$ cat src/sv/abb_pkg.sv
// ----------------------------------------------------------------------------
// abb_pkg
// Shared types and constants for the atlas blit with edge border unit.
// ----------------------------------------------------------------------------
package abb_pkg;

   localparam int ADDR_W     = 24;
   localparam int COLOR_W    = 32;
   localparam int DIM_REG_W  = 10;
   localparam int PITCH_W    = 14;
   localparam int CSR_IDX_W  = 2;
   localparam int CSR_DATA_W = 14;
   localparam int MAX_DIM_DEFAULT = 1023;
   localparam int QUEUE_DEPTH = 2;

   // Register indexes of the configuration port.
   localparam logic [CSR_IDX_W-1:0] CSR_TEX_WIDTH   = 2'd0;
   localparam logic [CSR_IDX_W-1:0] CSR_TEX_HEIGHT  = 2'd1;
   localparam logic [CSR_IDX_W-1:0] CSR_ATLAS_WIDTH = 2'd2;
   localparam logic [CSR_IDX_W-1:0] CSR_DEST_COLUMN = 2'd3;

   typedef logic [1:0] span_type;   // count minus one, 0..2

   // One classified texel, waiting for the write sequencer.
   typedef struct packed {
      logic [COLOR_W-1:0] color;
      logic [ADDR_W-1:0]  first_addr;  // address of the first write
      span_type           last_col;    // index of the last column written
      span_type           last_row;    // index of the last row written
      logic               done;        // last texel of the sub-texture
   } entry_type;

   // Handshake between the queue and its neighbors.
   typedef struct packed {
      logic full;
      logic empty;
   } queue_status_type;

endpackage

$ cat src/sv/abb_front.sv
// ----------------------------------------------------------------------------
// abb_front
// Accepts texels, tracks the source position and classifies edges.
// ----------------------------------------------------------------------------
module abb_front #(
   parameter int MAX_DIM = abb_pkg::MAX_DIM_DEFAULT
) (
   input  logic                              clock,
   input  logic                              reset,
   input  logic                              req_tvalid,
   output logic                              req_tready,
   input  logic [abb_pkg::COLOR_W-1:0]       req_tdata,
   input  logic [abb_pkg::DIM_REG_W-1:0]     tex_width,
   input  logic [abb_pkg::DIM_REG_W-1:0]     tex_height,
   input  logic [abb_pkg::PITCH_W-1:0]       atlas_width,
   input  logic [abb_pkg::PITCH_W-1:0]       dest_column,
   input  abb_pkg::queue_status_type         queue_status,
   output logic                              push,
   output abb_pkg::entry_type                push_entry
);
   import abb_pkg::*;

   localparam int DIM_W = $clog2(MAX_DIM + 1);

   logic [DIM_W-1:0]  x_ff, x_in;
   logic [DIM_W-1:0]  y_ff, y_in;
   logic [ADDR_W-1:0] row_base_ff, row_base_in;

   logic [DIM_W-1:0]  w_clamp, h_clamp;
   logic              left, right, top, bottom;
   logic [ADDR_W-1:0] pitch_ext, row_ofs, col_term;

   // Clamp a size register into 1..MAX_DIM.
   function automatic logic [DIM_W-1:0] clamp_dim(input logic [DIM_REG_W-1:0] v);
      logic [DIM_W-1:0] r;
      if (v == '0) begin
         r = DIM_W'(1);
      end else if (int'(v) > MAX_DIM) begin
         r = DIM_W'(MAX_DIM);
      end else begin
         r = DIM_W'(v);
      end
      return r;
   endfunction

   assign w_clamp = clamp_dim(tex_width);
   assign h_clamp = clamp_dim(tex_height);

   assign left   = (x_ff == '0);
   assign right  = (x_ff >= w_clamp - DIM_W'(1));
   assign top    = (y_ff == '0);
   assign bottom = (y_ff >= h_clamp - DIM_W'(1));

   assign req_tready = !queue_status.full;
   assign push       = req_tvalid && req_tready;

   assign pitch_ext = ADDR_W'(atlas_width);
   assign row_ofs   = top ? '0 : pitch_ext;
   // On the left edge the first write lands one column left of dest_column.
   assign col_term  = left ? {ADDR_W{1'b1}} : ADDR_W'(x_ff);

   always_comb begin
      push_entry.color      = req_tdata;
      push_entry.first_addr = row_base_ff + row_ofs + ADDR_W'(dest_column) + col_term;
      push_entry.last_col   = span_type'(left) + span_type'(right);
      push_entry.last_row   = span_type'(top) + span_type'(bottom);
      push_entry.done       = right && bottom;
   end

   always_comb begin
      x_in        = x_ff;
      y_in        = y_ff;
      row_base_in = row_base_ff;
      if (push) begin
         if (!right) begin
            x_in = x_ff + DIM_W'(1);
         end else if (!bottom) begin
            x_in        = '0;
            y_in        = y_ff + DIM_W'(1);
            row_base_in = row_base_ff + pitch_ext;
         end else begin
            x_in        = '0;
            y_in        = '0;
            row_base_in = '0;
         end
      end
   end

   always_ff @(posedge clock) begin
      if (reset) begin
         x_ff        <= '0;
         y_ff        <= '0;
         row_base_ff <= '0;
      end else begin
         x_ff        <= x_in;
         y_ff        <= y_in;
         row_base_ff <= row_base_in;
      end
   end

endmodule

$ cat src/sv/abb_queue.sv
// ----------------------------------------------------------------------------
// abb_queue
// Short first-in first-out queue between the front and the write sequencer.
// ----------------------------------------------------------------------------
module abb_queue (
   input  logic                       clock,
   input  logic                       reset,
   input  logic                       push,
   input  abb_pkg::entry_type         push_entry,
   input  logic                       pop,
   output abb_pkg::entry_type         head,
   output abb_pkg::queue_status_type  status
);
   import abb_pkg::*;

   localparam int PTR_W = (QUEUE_DEPTH > 1) ? $clog2(QUEUE_DEPTH) : 1;
   localparam int CNT_W = $clog2(QUEUE_DEPTH + 1);

   entry_type        slot_ff [QUEUE_DEPTH];
   logic [PTR_W-1:0] wr_ptr_ff, wr_ptr_in;
   logic [PTR_W-1:0] rd_ptr_ff, rd_ptr_in;
   logic [CNT_W-1:0] count_ff, count_in;

   function automatic logic [PTR_W-1:0] next_ptr(input logic [PTR_W-1:0] p);
      logic [PTR_W-1:0] r;
      if (p == PTR_W'(QUEUE_DEPTH - 1)) begin
         r = '0;
      end else begin
         r = p + PTR_W'(1);
      end
      return r;
   endfunction

   assign status.full  = (count_ff == CNT_W'(QUEUE_DEPTH));
   assign status.empty = (count_ff == '0);
   assign head         = slot_ff[rd_ptr_ff];

   always_comb begin
      wr_ptr_in = push ? next_ptr(wr_ptr_ff) : wr_ptr_ff;
      rd_ptr_in = pop  ? next_ptr(rd_ptr_ff) : rd_ptr_ff;
      count_in  = count_ff;
      if (push && !pop) begin
         count_in = count_ff + CNT_W'(1);
      end else if (pop && !push) begin
         count_in = count_ff - CNT_W'(1);
      end
   end

   always_ff @(posedge clock) begin
      if (push) begin
         slot_ff[wr_ptr_ff] <= push_entry;
      end
   end

   always_ff @(posedge clock) begin
      if (reset) begin
         wr_ptr_ff <= '0;
         rd_ptr_ff <= '0;
         count_ff  <= '0;
      end else begin
         wr_ptr_ff <= wr_ptr_in;
         rd_ptr_ff <= rd_ptr_in;
         count_ff  <= count_in;
      end
   end

endmodule

$ cat src/sv/abb_back.sv
// ----------------------------------------------------------------------------
// abb_back
// Write sequencer: walks the rows and columns of the queue head, one write
// per cycle while rsp_tready allows, into a registered output stage.
// ----------------------------------------------------------------------------
module abb_back (
   input  logic                             clock,
   input  logic                             reset,
   input  abb_pkg::entry_type               head,
   input  abb_pkg::queue_status_type        queue_status,
   output logic                             pop,
   input  logic [abb_pkg::PITCH_W-1:0]      atlas_width,
   output logic                             rsp_tvalid,
   input  logic                             rsp_tready,
   output logic [55:0]                      rsp_tdata,
   output logic                             rsp_tlast,
   output logic                             rsp_tuser
);
   import abb_pkg::*;

   span_type            col_ff, col_in;
   span_type            row_ff, row_in;
   logic [ADDR_W-1:0]   row_ofs_ff, row_ofs_in;
   logic                valid_ff, valid_in;
   logic [ADDR_W-1:0]   addr_ff, addr_in;
   logic [COLOR_W-1:0]  color_ff, color_in;
   logic                last_ff, last_in;
   logic                done_ff, done_in;

   logic advance, emit, col_end, row_end;

   assign advance = !valid_ff || rsp_tready;
   assign emit    = advance && !queue_status.empty;
   assign col_end = (col_ff == head.last_col);
   assign row_end = (row_ff == head.last_row);
   assign pop     = emit && col_end && row_end;

   always_comb begin
      col_in     = col_ff;
      row_in     = row_ff;
      row_ofs_in = row_ofs_ff;
      valid_in   = valid_ff;
      addr_in    = addr_ff;
      color_in   = color_ff;
      last_in    = last_ff;
      done_in    = done_ff;
      if (emit) begin
         valid_in = 1'b1;
         addr_in  = head.first_addr + row_ofs_ff + ADDR_W'(col_ff);
         color_in = head.color;
         last_in  = col_end && row_end;
         done_in  = col_end && row_end && head.done;
         if (!col_end) begin
            col_in = col_ff + span_type'(1);
         end else if (!row_end) begin
            col_in     = '0;
            row_in     = row_ff + span_type'(1);
            row_ofs_in = row_ofs_ff + ADDR_W'(atlas_width);
         end else begin
            col_in     = '0;
            row_in     = '0;
            row_ofs_in = '0;
         end
      end else if (advance) begin
         valid_in = 1'b0;
      end
   end

   always_ff @(posedge clock) begin
      if (reset) begin
         col_ff     <= '0;
         row_ff     <= '0;
         row_ofs_ff <= '0;
         valid_ff   <= 1'b0;
      end else begin
         col_ff     <= col_in;
         row_ff     <= row_in;
         row_ofs_ff <= row_ofs_in;
         valid_ff   <= valid_in;
      end
   end

   always_ff @(posedge clock) begin
      addr_ff  <= addr_in;
      color_ff <= color_in;
      last_ff  <= last_in;
      done_ff  <= done_in;
   end

   assign rsp_tvalid = valid_ff;
   assign rsp_tdata  = {color_ff, addr_ff};
   assign rsp_tlast  = last_ff;
   assign rsp_tuser  = done_ff;

endmodule

$ cat src/sv/atlas_blit_with_edge_border_unit.sv
// ----------------------------------------------------------------------------
// atlas_blit_with_edge_border_unit
// Blits one sub-texture into an atlas with a one-texel clamp-to-edge border.
// ----------------------------------------------------------------------------
//
//   Channel   Direction   Item
//   req_      in          one source texel, raster order
//   rsp_      out         one atlas write (address, color, run and frame marks)
//   csr_      in          one register write (index, data)
//
// The front takes one texel per cycle while the queue has room. The write
// sequencer emits one atlas write per cycle while rsp_ is not stalled; a
// texel causes one write when it is interior, up to nine for the single
// texel of a texture that is one texel wide and one texel tall.
// Reset is synchronous and clears the
// source position, queue and output stage; registers return to width 1,
// height 1, pitch 3, column 1. A stall on rsp_ backs up through the queue
// into req_tready; a gap on req_ only drains the queue.
//
module atlas_blit_with_edge_border_unit #(
   parameter int MAX_DIM = abb_pkg::MAX_DIM_DEFAULT
) (
   input  logic                                clock,
   input  logic                                reset,
   // Texel input. tdata: texel_color[31:0].
   input  logic                                req_tvalid,
   output logic                                req_tready,
   input  logic [abb_pkg::COLOR_W-1:0]         req_tdata,
   // Atlas writes. tdata: dest_address[23:0], write_color[55:24].
   output logic                                rsp_tvalid,
   input  logic                                rsp_tready,
   output logic [55:0]                         rsp_tdata,
   output logic                                rsp_tlast,   // last_of_run
   output logic                                rsp_tuser,   // texture_done
   // Register writes.
   input  logic                                csr_valid,
   output logic                                csr_ready,
   input  logic [abb_pkg::CSR_IDX_W-1:0]       csr_index,
   input  logic [abb_pkg::CSR_DATA_W-1:0]      csr_data
);
   import abb_pkg::*;

   logic [DIM_REG_W-1:0] tex_width_ff, tex_width_in;
   logic [DIM_REG_W-1:0] tex_height_ff, tex_height_in;
   logic [PITCH_W-1:0]   atlas_width_ff, atlas_width_in;
   logic [PITCH_W-1:0]   dest_column_ff, dest_column_in;

   logic             push, pop;
   entry_type        push_entry, head;
   queue_status_type queue_status;

   // Registers accept a write every cycle.
   assign csr_ready = 1'b1;

   always_comb begin
      tex_width_in   = tex_width_ff;
      tex_height_in  = tex_height_ff;
      atlas_width_in = atlas_width_ff;
      dest_column_in = dest_column_ff;
      if (csr_valid && csr_ready) begin
         case (csr_index)
            CSR_TEX_WIDTH: begin
               tex_width_in = csr_data[DIM_REG_W-1:0];
            end
            CSR_TEX_HEIGHT: begin
               tex_height_in = csr_data[DIM_REG_W-1:0];
            end
            CSR_ATLAS_WIDTH: begin
               atlas_width_in = csr_data[PITCH_W-1:0];
            end
            CSR_DEST_COLUMN: begin
               dest_column_in = csr_data[PITCH_W-1:0];
            end
            default: begin
            end
         endcase
      end
   end

   always_ff @(posedge clock) begin
      if (reset) begin
         tex_width_ff   <= DIM_REG_W'(1);
         tex_height_ff  <= DIM_REG_W'(1);
         atlas_width_ff <= PITCH_W'(3);
         dest_column_ff <= PITCH_W'(1);
      end else begin
         tex_width_ff   <= tex_width_in;
         tex_height_ff  <= tex_height_in;
         atlas_width_ff <= atlas_width_in;
         dest_column_ff <= dest_column_in;
      end
   end

   // The front classifies each texel and computes its first write address.
   abb_front #(
      .MAX_DIM(MAX_DIM)
   ) u_front (
      .clock        (clock),
      .reset        (reset),
      .req_tvalid   (req_tvalid),
      .req_tready   (req_tready),
      .req_tdata    (req_tdata),
      .tex_width    (tex_width_ff),
      .tex_height   (tex_height_ff),
      .atlas_width  (atlas_width_ff),
      .dest_column  (dest_column_ff),
      .queue_status (queue_status),
      .push         (push),
      .push_entry   (push_entry)
   );

   // The queue lets the front keep accepting while the back is busy.
   abb_queue u_queue (
      .clock      (clock),
      .reset      (reset),
      .push       (push),
      .push_entry (push_entry),
      .pop        (pop),
      .head       (head),
      .status     (queue_status)
   );

   // The back walks the writes of the queue head in row, then column, order.
   abb_back u_back (
      .clock        (clock),
      .reset        (reset),
      .head         (head),
      .queue_status (queue_status),
      .pop          (pop),
      .atlas_width  (atlas_width_ff),
      .rsp_tvalid   (rsp_tvalid),
      .rsp_tready   (rsp_tready),
      .rsp_tdata    (rsp_tdata),
      .rsp_tlast    (rsp_tlast),
      .rsp_tuser    (rsp_tuser)
   );

endmodule

$ cat config.mk
export PLATFORM = sky130hd
export DESIGN_NAME = atlas_blit_with_edge_border_unit
export DESIGN_NICKNAME = d
export VERILOG_FILES = /design/src/sv/abb_pkg.sv /design/src/sv/abb_front.sv /design/src/sv/abb_queue.sv /design/src/sv/abb_back.sv /design/src/sv/atlas_blit_with_edge_border_unit.sv
export SDC_FILE = /design/constraint.sdc
export NUM_CORES = 1
export LEC_CHECK = 0
export BUFFER_PORTS_ARGS = -buffer_cell sky130_fd_sc_hd__buf_2
export CAP_MARGIN = 20
export CORE_MARGIN = 2
export CORE_UTILIZATION = 58
export CTS_BUF_LIST = sky130_fd_sc_hd__clkbuf_2
export DETAILED_ROUTE_END_ITERATION = 10
export MAX_ROUTING_LAYER = met4
export PLACE_DENSITY = 0.77
export SLEW_MARGIN = 20
export SYNTH_ARGS = -nofsm -noshare
export SYNTH_HDL_FRONTEND = slang
export SYNTH_SLANG_ARGS = --single-unit
$ cat constraint.sdc
create_clock -name clock -period 7.8 [get_ports clock]
set_clock_uncertainty 0.2 [all_clocks]
set_input_delay 1.56 -clock clock [delete_from_list [all_inputs] [get_ports clock]]
set_output_delay 1.56 -clock clock [all_outputs]
set_load 0.01 [all_outputs]
==> results of run 1 <==
## where the power goes
| group | total (mW) | internal [mW] | switching [mW] |
|---|---|---|---|
| registers | 2.31 | 2.20 | 0.109 |
| clock network | 1.09 | 0.442 | 0.649 |
| logic | 1.76 | 0.697 | 1.06 |
| total | 5.16 | 3.34 | 1.82 |
## worst min-delay path, delay by kind of cell (launching register included)
family           cells  cell delay [ns]
AND/OR/NAND/NOR      1             0.06
flip-flops           1             0.32
AO/OA/AOI/OAI        1             0.05
## cell type report
cell class	instances	area (um^2)
Fill cell	2292	10160
Tap cell	384	480.5
Sequential cell	306	7929
Antenna cell	1	2.502
Timing Repair Buffer	117	598.1
Clock inverter	26	158.9
Multi-Input combinational cell	1100	8282
Clock buffer	116	580.6
Inverter	75	281.5
## cells in the mapped netlist (14+ instances only)
library cell and n:
sky130_fd_sc_hd__mux2_2 56, sky130_fd_sc_hd__a21o_1 23, sky130_fd_sc_hd__mux2i_1 18, sky130_fd_sc_hd__a211oi_1 14, sky130_fd_sc_hd__o21ai_1 14, sky130_fd_sc_hd__clkbuf_1 30, sky130_fd_sc_hd__a21oi_1 111, sky130_fd_sc_hd__inv_1 75
sky130_fd_sc_hd__nand2_1 159, sky130_fd_sc_hd__nor3_1 26, sky130_fd_sc_hd__nand2b_1 17, sky130_fd_sc_hd__nand3_1 24, sky130_fd_sc_hd__o21ai_0 50, sky130_fd_sc_hd__xor2_1 50, sky130_fd_sc_hd__nor2_1 108, sky130_fd_sc_hd__fa_1 33
sky130_fd_sc_hd__xnor2_1 66, sky130_fd_sc_hd__edfxtp_1 180, sky130_fd_sc_hd__and3_1 18, sky130_fd_sc_hd__o21a_1 16, sky130_fd_sc_hd__ha_1 141, sky130_fd_sc_hd__dfxtp_1 126
## cell usage in the layout (no fill, tap or decap), drive strengths merged, types with 24 or more instances in the layout
master	n
edfxtp	180
dfxtp	126
fa	33
inv	78
nor3	26
xnor2	66
o21ai	66
a21o	24
ha	141
buf	117
clkbuf	116
mux2	56
nor2	110
xor2	50
a21oi	113
nand3	25
nand2	159
## cells by family after synthesis
family          after synthesis  synth area share
flops                       306            0.4761
fa+ha+maj                   174            0.1456
other cells                   1         0.0002252
simple gates                429            0.1196
mux                          74           0.04870
compound gates              306            0.1213
buf+inv                     116           0.02735
xor+xnor                    116           0.06102
## final timing paths
check / from / to / slack [ns]
max: u_front.x_ff[5] / u_queue.slot_ff[1][26] / 2.41
min: dest_column_ff[12] / dest_column_ff[12] / 0.27
max reg2reg: u_front.x_ff[5] / u_queue.slot_ff[1][26] / 2.41
min reg2reg: dest_column_ff[12] / dest_column_ff[12] / 0.27
## registers in the layout, summed over array words and instances (netlist names), 10 cells and up, named ones only
register and cells:
u_front.row_base_ff 24, dest_column_ff 14, u_back.color_ff 32, u_back.row_ofs_ff 24
tex_height_ff 10, u_back.addr_ff 24, u_front.x_ff 10, atlas_width_ff 14
tex_width_ff 10, u_queue.slot_ff 122, u_front.y_ff 10
## through the flow
| stage | area (um^2) | worst slack, ns | cells | hold slack (ns) | power [mW] |
|---|---|---|---|---|---|
| finish | 18310 | 2.406 | 2125 | 0.2679 | 5.165 |
| global route | 18310 | 2.005 | 2125 | 0.2988 | 5.539 |
| CTS | 18310 | 2.488 | 2124 | 0.2700 | 5.219 |
| detailed placement | 17570 | 2.392 | 1982 | 0.2551 | 4.100 |
| global placement | 17570 | 2.532 | 1982 | 0.2464 | 4.038 |
| floorplan | 16650 | 2.894 | 1522 | 0.2363 | 3.604 |
## layer usage
| metal | wire length [um] | GRT usage |
|---|---|---|
| met5 | 0 | - |
| met4 | 776 | 0.08086 |
| met3 | 1788 | 0.04342 |
| met2 | 15800 | 0.3775 |
| met1 | 15220 | 0.2916 |
==> impl_metrics.yaml, run 1 <==
placed_design:
  detailed_place_hpwl_um: 24390
  final_weighted_congestion_in_routability_driven_placement: 0.8994
  number_of_input_and_output_port_buffers_inserted: 112
logic_synthesis:
  post_synth_num_cell_types: 74
  ys_async_sr_fraction: 0
  synth_seq_area_share: 0.4761
  yosys_register_bits: 306
  syn_area_per_cell_um2: 10.94
  cells_after_synthesis: 1522
  syn_area_um2: 16650
  post_synth_edffs: 180
  number_of_warnings_printed_during_yosys_synthesis: 0
  synth_nets: 1749
  top_area_cells_in_the_synthesized_netlist: "sky130_fd_sc_hd__edfxtp_1 32%, sky130_fd_sc_hd__dfxtp_1 15%, sky130_fd_sc_hd__ha_1 11%, sky130_fd_sc_hd__fa_1 4.0%, sky130_fd_sc_hd__mux2_2 3.8%"
  synthDominantCellAreaShare: 0.3246
  synth_area_leader_cell: "sky130_fd_sc_hd__edfxtp_1"
  synth_top_flop_cell: "sky130_fd_sc_hd__edfxtp_1"
setup_path:
  r2r.worst_path.cells: 15
  worst-path-max-fanout: 16
  critPathTopFamily: "simple AND/OR/NAND/NOR gates"
  end_kind: "flip-flop"
  crit_slowest_cell: "sky130_fd_sc_hd__nand4b_1"
  worst_ep_arrival_time_ns: 5.89
  critical_path_class: "flip-flop to flip-flop"
  crit_path_launch_type: "flip-flop"
  required_ns: 8.30
  delay_of_the_slowest_cell_on_the_worst_path_ns: 0.76
  critical_path.cell_chain: "nor4_1 -> nand4b_1 -> nand2_1 -> fa_1 -> fa_1 -> ha_1 -> inv_1 -> fa_1 -> nor2b_1 -> o31a_1 -> o21ai_2 -> a31oi_1 -> a21boi_0 -> a21oi_1 -> xor2_1"
  cp_common_cell: "sky130_fd_sc_hd__fa_1"
  cp.depth: 15
  buffering_stage_count_on_the_worst_path_with_inverters_included: 1
global_route:
  groute.usage.overall: 0.2317
  antenna_found_initial: 1
  grt_pass1_wl_um: 55530
  overflow: 0
  grt_pass1_vias: 11680
  grt_start_max_net_pins: 75
min_path:
  hold_path_class: "flip-flop to flip-flop"
  hold-path-cell-count: 2
layout:
  fin_util: 0.6432
  design.final.nets: 1904
  synthToLayoutAreaGrowth_pct: 9.987
  drive_above_1_share: 0.1937
drt:
  ant_nets: 0
  dr.pass1.iters: 5
  route.detailed.vias_per_inst: 5.542
  post_drt_wl_per_cell_um: 15.81
  total_via_count_after_detailed_routing: 11780
  routed_wire_length_um: 33590
  drt_drc_violations_left: 0
  drtIter0Drc: 566
timing:
  number_of_max_slew_violations_in_the_final_report: 0
  setup-tns-final_ns: 0
  timing.slew.headroom: 0.3433
  fmax_mhz: 185.4
  tightestPinTransition_ns: 0.9808
  post-route-min-period_ns: 5.394
  grt_setup_unrepaired: "false"
  post-route-period-util: 0.6915
  finalSetupViolCount: 0
  hold_viol: 0
cts:
  clock_tree_from_tritoncts: "built"
  clock_pin_slew_on_the_worst_setup_and_hold_paths_ns: 0.10
  cts-root-to-sink-buffers: 3
  postCtsSetupBuffers: 0
  post_cts_resized: 0
  post_cts_hold_buffer_count: 0
  clock_sinks: 306
  cts_max_level: 3
  cts-buffers-inserted: 77
  clock_root_cell: "sky130_fd_sc_hd__clkbuf_2"
  worst_skew_pair.late_latency_ns: 0.90
power:
  power.density_nw_per_um2: 282.0
  peakVddDrop_uv: 194.8
  power_leakage_nw: 7.473
die:
  initial_core_util: 0.5848
  io_pins: 114
  die_area_um2: 30080
  fp.dieH_um: 173.4
  core_area_um2: 28470
  row_count: 62
  die_width_um: 173.4
flow_run:
  drv.max_cap_violation_count: 0
run_status:
  outcome: "finished clean"
(Power assumes the default switching activity.)
==> inputs of run 2 (changes only) <==
--- a/config.mk
+++ b/config.mk
@@ -5,6 +5,7 @@
 export SDC_FILE = /design/constraint.sdc
 export NUM_CORES = 1
 export LEC_CHECK = 0
+export ABC_AREA = 1
 export BUFFER_PORTS_ARGS = -buffer_cell sky130_fd_sc_hd__buf_2
 export CAP_MARGIN = 20
 export CORE_MARGIN = 2
==> constraint.sdc (replaced) <==
create_clock -name clock -period 5.5 [get_ports clock]
set_clock_uncertainty 0.2 [all_clocks]
set_input_delay 1.1 -clock clock [delete_from_list [all_inputs] [get_ports clock]]
set_output_delay 1.1 -clock clock [all_outputs]
set_load 0.01 [all_outputs]
==> impl_metrics.yaml, run 2 <==
run_status:
  outcome: "finished clean"
logic_synthesis:
  cells_after_synthesis: 2069
  synth_nets: 2296
  ys_async_sr_fraction: 0
  synth_common_cells: "585 x sky130_fd_sc_hd__nand2_1, 222 x sky130_fd_sc_hd__nor2_1, 200 x sky130_fd_sc_hd__inv_1, 180 x sky130_fd_sc_hd__edfxtp_1, 141 x sky130_fd_sc_hd__ha_1"
  yosys_register_bits: 306
  post_synth_fa_ha_maj_area_fraction: 0.1376
  post_synth_edffs: 180
  syn_area_um2: 17630
  post_synth_num_cell_types: 53
  synth_top_flop_cell: "sky130_fd_sc_hd__edfxtp_1"
  synth_seq_area_share: 0.4498
  post-synth-top-count-cell: "sky130_fd_sc_hd__nand2_1"
  top_area_cells_in_the_synthesized_netlist: "sky130_fd_sc_hd__edfxtp_1 31%, sky130_fd_sc_hd__dfxtp_1 14%, sky130_fd_sc_hd__nand2_1 12%, sky130_fd_sc_hd__ha_1 10%, sky130_fd_sc_hd__nor2_1 4.7%"
  synthSimpleGateAreaFrac: 0.2347
  synth_area_leader_cell: "sky130_fd_sc_hd__edfxtp_1"
  number_of_warnings_printed_during_yosys_synthesis: 0
  synthDominantCellAreaShare: 0.3067
  post_synth_xor_area_fraction: 0.03777
  synth_top_family_by_area: "simple AND/OR/NAND/NOR gates"
  syn_area_per_cell_um2: 8.519
  mux_contribution_to_synthesized_area: 0.001136
  synth_compound_gate_area_share: 0.08440
die:
  io_pins: 114
  initial_core_util: 0.5915
  die_width_um: 178.3
  fp.dieH_um: 178.3
  core_area_um2: 29800
  row_count: 63
  die_area_um2: 31800
drt:
  dr.pass1.iters: 6
  post_drt_wl_per_cell_um: 15.94
  drt_drc_violations_left: 0
  total_via_count_after_detailed_routing: 14370
  route.detailed.vias_per_inst: 5.330
  drtIter0Drc: 824
  ant_nets: 0
  routed_wire_length_um: 42970
setup_path:
  worst_ep_arrival_time_ns: 4.98
  worst-path-max-fanout: 15
  end_kind: "flip-flop"
  critical_path_class: "flip-flop to flip-flop"
  required_ns: 5.90
  crit_path_launch_type: "flip-flop"
cts:
  post_cts_resized: 0
  postCtsSetupBuffers: 0
  clock_pin_slew_on_the_worst_setup_and_hold_paths_ns: 0.10
  post_cts_hold_buffer_count: 0
  cts_max_level: 3
  clock_root_cell: "sky130_fd_sc_hd__clkbuf_2"
  cts-root-to-sink-buffers: 3
  clock_tree_from_tritoncts: "built"
  clock_sinks: 306
  worst_skew_pair.late_latency_ns: 0.93
  cts-buffers-inserted: 80
timing:
  timing.slew.headroom: 0.4528
  hold_viol: 0
  grt_setup_unrepaired: "false"
  finalSetupViolCount: 0
  post-route-min-period_ns: 4.586
  post-route-period-util: 0.8337
  fmax_mhz: 218.1
  setup-tns-final_ns: 0
  number_of_max_slew_violations_in_the_final_report: 0
  tightestPinTransition_ns: 0.8208
  fin_worst_hold_slack_ns: 0.1774
placed_design:
  number_of_input_and_output_port_buffers_inserted: 112
  final_weighted_congestion_in_routability_driven_placement: 0.9219
  detailed_place_hpwl_um: 32980
global_route:
  antenna_found_initial: 2
  grt_pass1_vias: 14360
  grt_pass1_wl_um: 69840
  grt_start_max_net_pins: 62
  groute.usage.overall: 0.2879
  overflow: 0
layout:
  final_common_cell: "sky130_fd_sc_hd__nand2_1"
  synthToLayoutAreaGrowth_pct: 9.810
  design.final.nets: 2470
  layout.filler_cells: 2610
  max_flop_register: "u_queue.slot_ff"
  largest_register_ff_count: 122
  multi_input_area_um2: 8753
  most-common-layout-cells: "585 x sky130_fd_sc_hd__nand2_1, 220 x sky130_fd_sc_hd__nor2_1, 200 x sky130_fd_sc_hd__inv_1"
  seq_area_um2: 7929
  drive_above_1_share: 0.1319
  layout_top_registers: "u_queue.slot_ff x122, u_back.color_ff x32"
power:
  switching_share: 0.3731
  power_report.internal_total_mw: 4.369
  power.density_nw_per_um2: 360.1
  total_power_mw: 6.969
  p_switching_mw: 2.600
  combinationalPowerShare: 0.329
  peakVddDrop_uv: 225.7
  share_clk_of_total_power: 0.224
  share_of_total_power_in_sequential_cells: 0.447
  power_leakage_nw: 8.828
flow_run:
  drv.max_cap_violation_count: 0
min_path:
  hold_path_class: "primary input to flip-flop"
-- run 2: routing by layer --
layer  up-vias  global-route usage  share of wire
met5         -                   -              0
met3       101             0.06650          0.066
met2       366              0.4657           0.47
li1       7262                   -              -
met4         0              0.1125          0.032
met1      6641              0.3507           0.43
-- run 2: power groups by stage --
stage                     logic, mW  clock network (mW)  registers (mW)
final                          2.29                1.56            3.12
after global routing           2.60                1.73            3.16
after CTS                      2.30                1.61            3.12
after global placement         2.22                   0            3.15
after detailed placement       2.28                   0            3.17
after floorplan                1.49                   0            3.25
-- run 2: cell type report --
| type | count | area share |
|---|---|---|
| clock inverters | 24 | 0.006659 |
| diodes | 2 | 0.0002586 |
| multi-input cells | 1518 | 0.4523 |
| well taps | 390 | 0.02521 |
| flip-flops and latches | 306 | 0.4097 |
| inverters | 213 | 0.04157 |
| clock buffers | 119 | 0.03077 |
| repair buffers | 124 | 0.03362 |
-- run 2: kinds of logic after synthesis --
group	Yosys count
buf+inv	245
xor+xnor	76
compound gates	271
mux	2
flops	306
other cells	1
fa+ha+maj	174
simple gates	994
-- run 2: worst paths after layout --
check / from / to / slack, ns / cells past startpoint
worst min-delay path: req_tdata[4] / u_queue.slot_ff[1][33] / 0.18 / 1
worst max-delay path: u_front.x_ff[0] / u_queue.slot_ff[0][17] / 0.91 / 19
worst max register to register: u_front.x_ff[0] / u_queue.slot_ff[0][17] / 0.91 / 19
worst min register to register: u_back.row_ff[1] / u_back.row_ff[1] / 0.28 / 1
-- run 2: worst max-delay path, stage by stage, from the launching register on --
cell	delay, ns
sky130_fd_sc_hd__dfxtp_1	0.39
sky130_fd_sc_hd__inv_1	0.11
sky130_fd_sc_hd__ha_1	0.22
sky130_fd_sc_hd__nand3_1	0.07
sky130_fd_sc_hd__nand3b_1	0.10
sky130_fd_sc_hd__buf_4	0.25
sky130_fd_sc_hd__inv_1	0.08
sky130_fd_sc_hd__or2_2	0.29
sky130_fd_sc_hd__fa_1	0.50
sky130_fd_sc_hd__inv_1	0.05
sky130_fd_sc_hd__fa_1	0.55
sky130_fd_sc_hd__inv_1	0.06
sky130_fd_sc_hd__ha_1	0.29
sky130_fd_sc_hd__nand3_1	0.09
sky130_fd_sc_hd__nand2_1	0.12
sky130_fd_sc_hd__a21boi_1	0.33
sky130_fd_sc_hd__o21ai_0	0.25
sky130_fd_sc_hd__nand2_1	0.11
sky130_fd_sc_hd__nand2_1	0.07
sky130_fd_sc_hd__xor2_1	0.15
-- run 2: stage by stage --
step	setup WS, ns	instances	instance area (um^2)	utilization
global route	0.5950	2696	19350	0.6496
CTS	0.9310	2694	19350	0.6494
floorplan	1.063	2069	17630	-
global placement	1.101	2551	18630	0.6251
finish	0.9145	2696	19350	0.6496
detailed placement	0.9707	2551	18630	0.6251
==> inputs of run 3 (changes only) <==
==> constraint.sdc (replaced) <==
create_clock -name clock -period 4.3 [get_ports clock]
set_clock_uncertainty 0.2 [all_clocks]
set_input_delay 0.86 -clock clock [delete_from_list [all_inputs] [get_ports clock]]
set_output_delay 0.86 -clock clock [all_outputs]
set_load 0.01 [all_outputs]
==> impl_metrics.yaml, run 3 (same netlist as run 2, synthesis figures left out) <==
timing:
  timing.slew.headroom: 0.4237
  hold_viol: 0
  tightestPinTransition_ns: 0.8644
  finalSetupViolCount: 0
  fmax_mhz: 242.1
  post-route-period-util: 0.9606
  setup-tns-final_ns: 0
  post-route-min-period_ns: 4.131
  number_of_max_slew_violations_in_the_final_report: 0
die:
  core_area_um2: 29800
  io_pins: 114
  fp.dieH_um: 178.3
  die_area_um2: 31800
  initial_core_util: 0.5915
  row_count: 63
  die_width_um: 178.3
run_status:
  outcome: "finished clean"
setup_path:
  critical_path_class: "flip-flop to flip-flop"
  crit_path_launch_type: "flip-flop"
  end_kind: "flip-flop"
  critical_path.cell_chain: "inv_1 -> ha_1 -> nand3_1 -> nand3b_1 -> inv_1 -> or2_2 -> fa_1 -> inv_1 -> fa_1 -> fa_1 -> o21ai_2 -> a21boi_2 -> o21ai_1 -> nand3_1 -> nand3_1 -> nand2_1"
  worst_ep_arrival_time_ns: 4.58
  required_ns: 4.75
  critPathTopFamily: "adder cells"
  worst-path-max-fanout: 4
  crit_slowest_cell: "sky130_fd_sc_hd__fa_1"
  buffering_stage_count_on_the_worst_path_with_inverters_included: 3
  delay_of_the_slowest_cell_on_the_worst_path_ns: 0.51
global_route:
  overflow: 0
  grt_start_max_net_pins: 62
  grt_pass1_wl_um: 69130
  antenna_found_initial: 2
  groute.usage.overall: 0.2862
  grt_pass1_vias: 14330
cts:
  cts-buffers-inserted: 80
  clock_pin_slew_on_the_worst_setup_and_hold_paths_ns: 0.10
  clock_root_cell: "sky130_fd_sc_hd__clkbuf_2"
  cts_max_level: 3
  clock_sinks: 306
  worst_skew_pair.late_latency_ns: 0.92
  clock_tree_from_tritoncts: "built"
  cts-root-to-sink-buffers: 3
layout:
  final_common_cell: "sky130_fd_sc_hd__nand2_1"
  synthToLayoutAreaGrowth_pct: 12.56
  layout.filler_cells: 2550
  drive_above_1_share: 0.1364
  layout_top_registers: "u_queue.slot_ff x122, u_back.color_ff x32"
  design.final.nets: 2519
  finalNonFillerCells: 2745
  most-common-layout-cells: "585 x sky130_fd_sc_hd__nand2_1, 220 x sky130_fd_sc_hd__nor2_1, 200 x sky130_fd_sc_hd__inv_1"
  largest_register_ff_count: 122
  max_flop_register: "u_queue.slot_ff"
  fin_util: 0.6658
placed_design:
  number_of_input_and_output_port_buffers_inserted: 112
  final_weighted_congestion_in_routability_driven_placement: 0.9394
  numPlacedInstances: 2562
  detailed_place_hpwl_um: 32530
power:
  power.density_nw_per_um2: 453.9
  power_leakage_nw: 9.028
  peakVddDrop_uv: 291.0
drt:
  drtIter0Drc: 948
  route.detailed.vias_per_inst: 5.346
  ant_nets: 0
  post_drt_wl_per_cell_um: 15.72
  dr.pass1.iters: 7
  total_via_count_after_detailed_routing: 14680
  routed_wire_length_um: 43140
  drt_drc_violations_left: 0
flow_run:
  drv.max_cap_violation_count: 0
min_path:
  hold_path_class: "primary input to flip-flop"
[run 3: tightest hold or removal path: cells and delay by family]
kind,cells,cell delay (ns)
buffers and inverters,1,0.14
AND/OR/NAND/NOR,2,0.15
[run 3: timing repair]
action | in CTS | in global routing
setup buffers | 0 | 4
hold endpoints to repair | 66 | 0
hold buffers | 34 | 0
setup endpoints to repair | 0 | 26
resized for setup | 0 | 13
[run 3: path summary, 6_finish.rpt]
check,to,depth (start not counted),slack [ns],start
hold reg to reg,u_back.color_ff[14],2,0.23,u_queue.slot_ff[0][43]
setup / recovery,u_queue.slot_ff[0][22],16,0.17,u_front.x_ff[0]
hold / removal,atlas_width_ff[11],3,0.07,csr_data[11]
setup reg to reg,u_queue.slot_ff[0][22],16,0.17,u_front.x_ff[0]
[run 3: metal layers]
layer	up-vias	part of all wire	GRT usage
li1	7356	-	-
met1	6785	0.43	0.3510
met2	413	0.47	0.4620
met3	122	0.065	0.05264
met4	0	0.041	0.1297
met5	-	0	-
[run 3: stage by stage]
| step | setup slack, ns | instance area (um^2) | power [mW] | hold slack, ns |
|---|---|---|---|---|
| final | 0.1693 | 19840 | 9.006 | 0.06585 |
| after global routing | -0.02332 | 19840 | 9.628 | 0.05356 |
| after CTS | 0.02068 | 19770 | 9.002 | 0.0003285 |
| after detailed placement | 0.07751 | 18710 | 6.994 | 0.2644 |
| after global placement | 0.1847 | 18710 | 6.897 | 0.2512 |
| after floorplan | 0.1025 | 17630 | 6.055 | 0.2294 |
[run 3: layout make-up]
cell class	instances	area, um^2	area share
flip-flops and latches	306	7929	0.3997
clock buffers	113	565.5	0.02851
multi-input cells	1518	8782	0.4427
diodes	2	5.005	0.0002523
repair buffers	173	1107	0.05581
clock inverters	30	157.7	0.007947
well taps	390	488.0	0.02460
inverters	213	804.5	0.04055
[run 3: where the power goes]
| group | internal, mW | switching, mW |
|---|---|---|
| clock network | 0.776 | 1.21 |
| logic | 1.04 | 1.99 |
| registers | 3.82 | 0.164 |
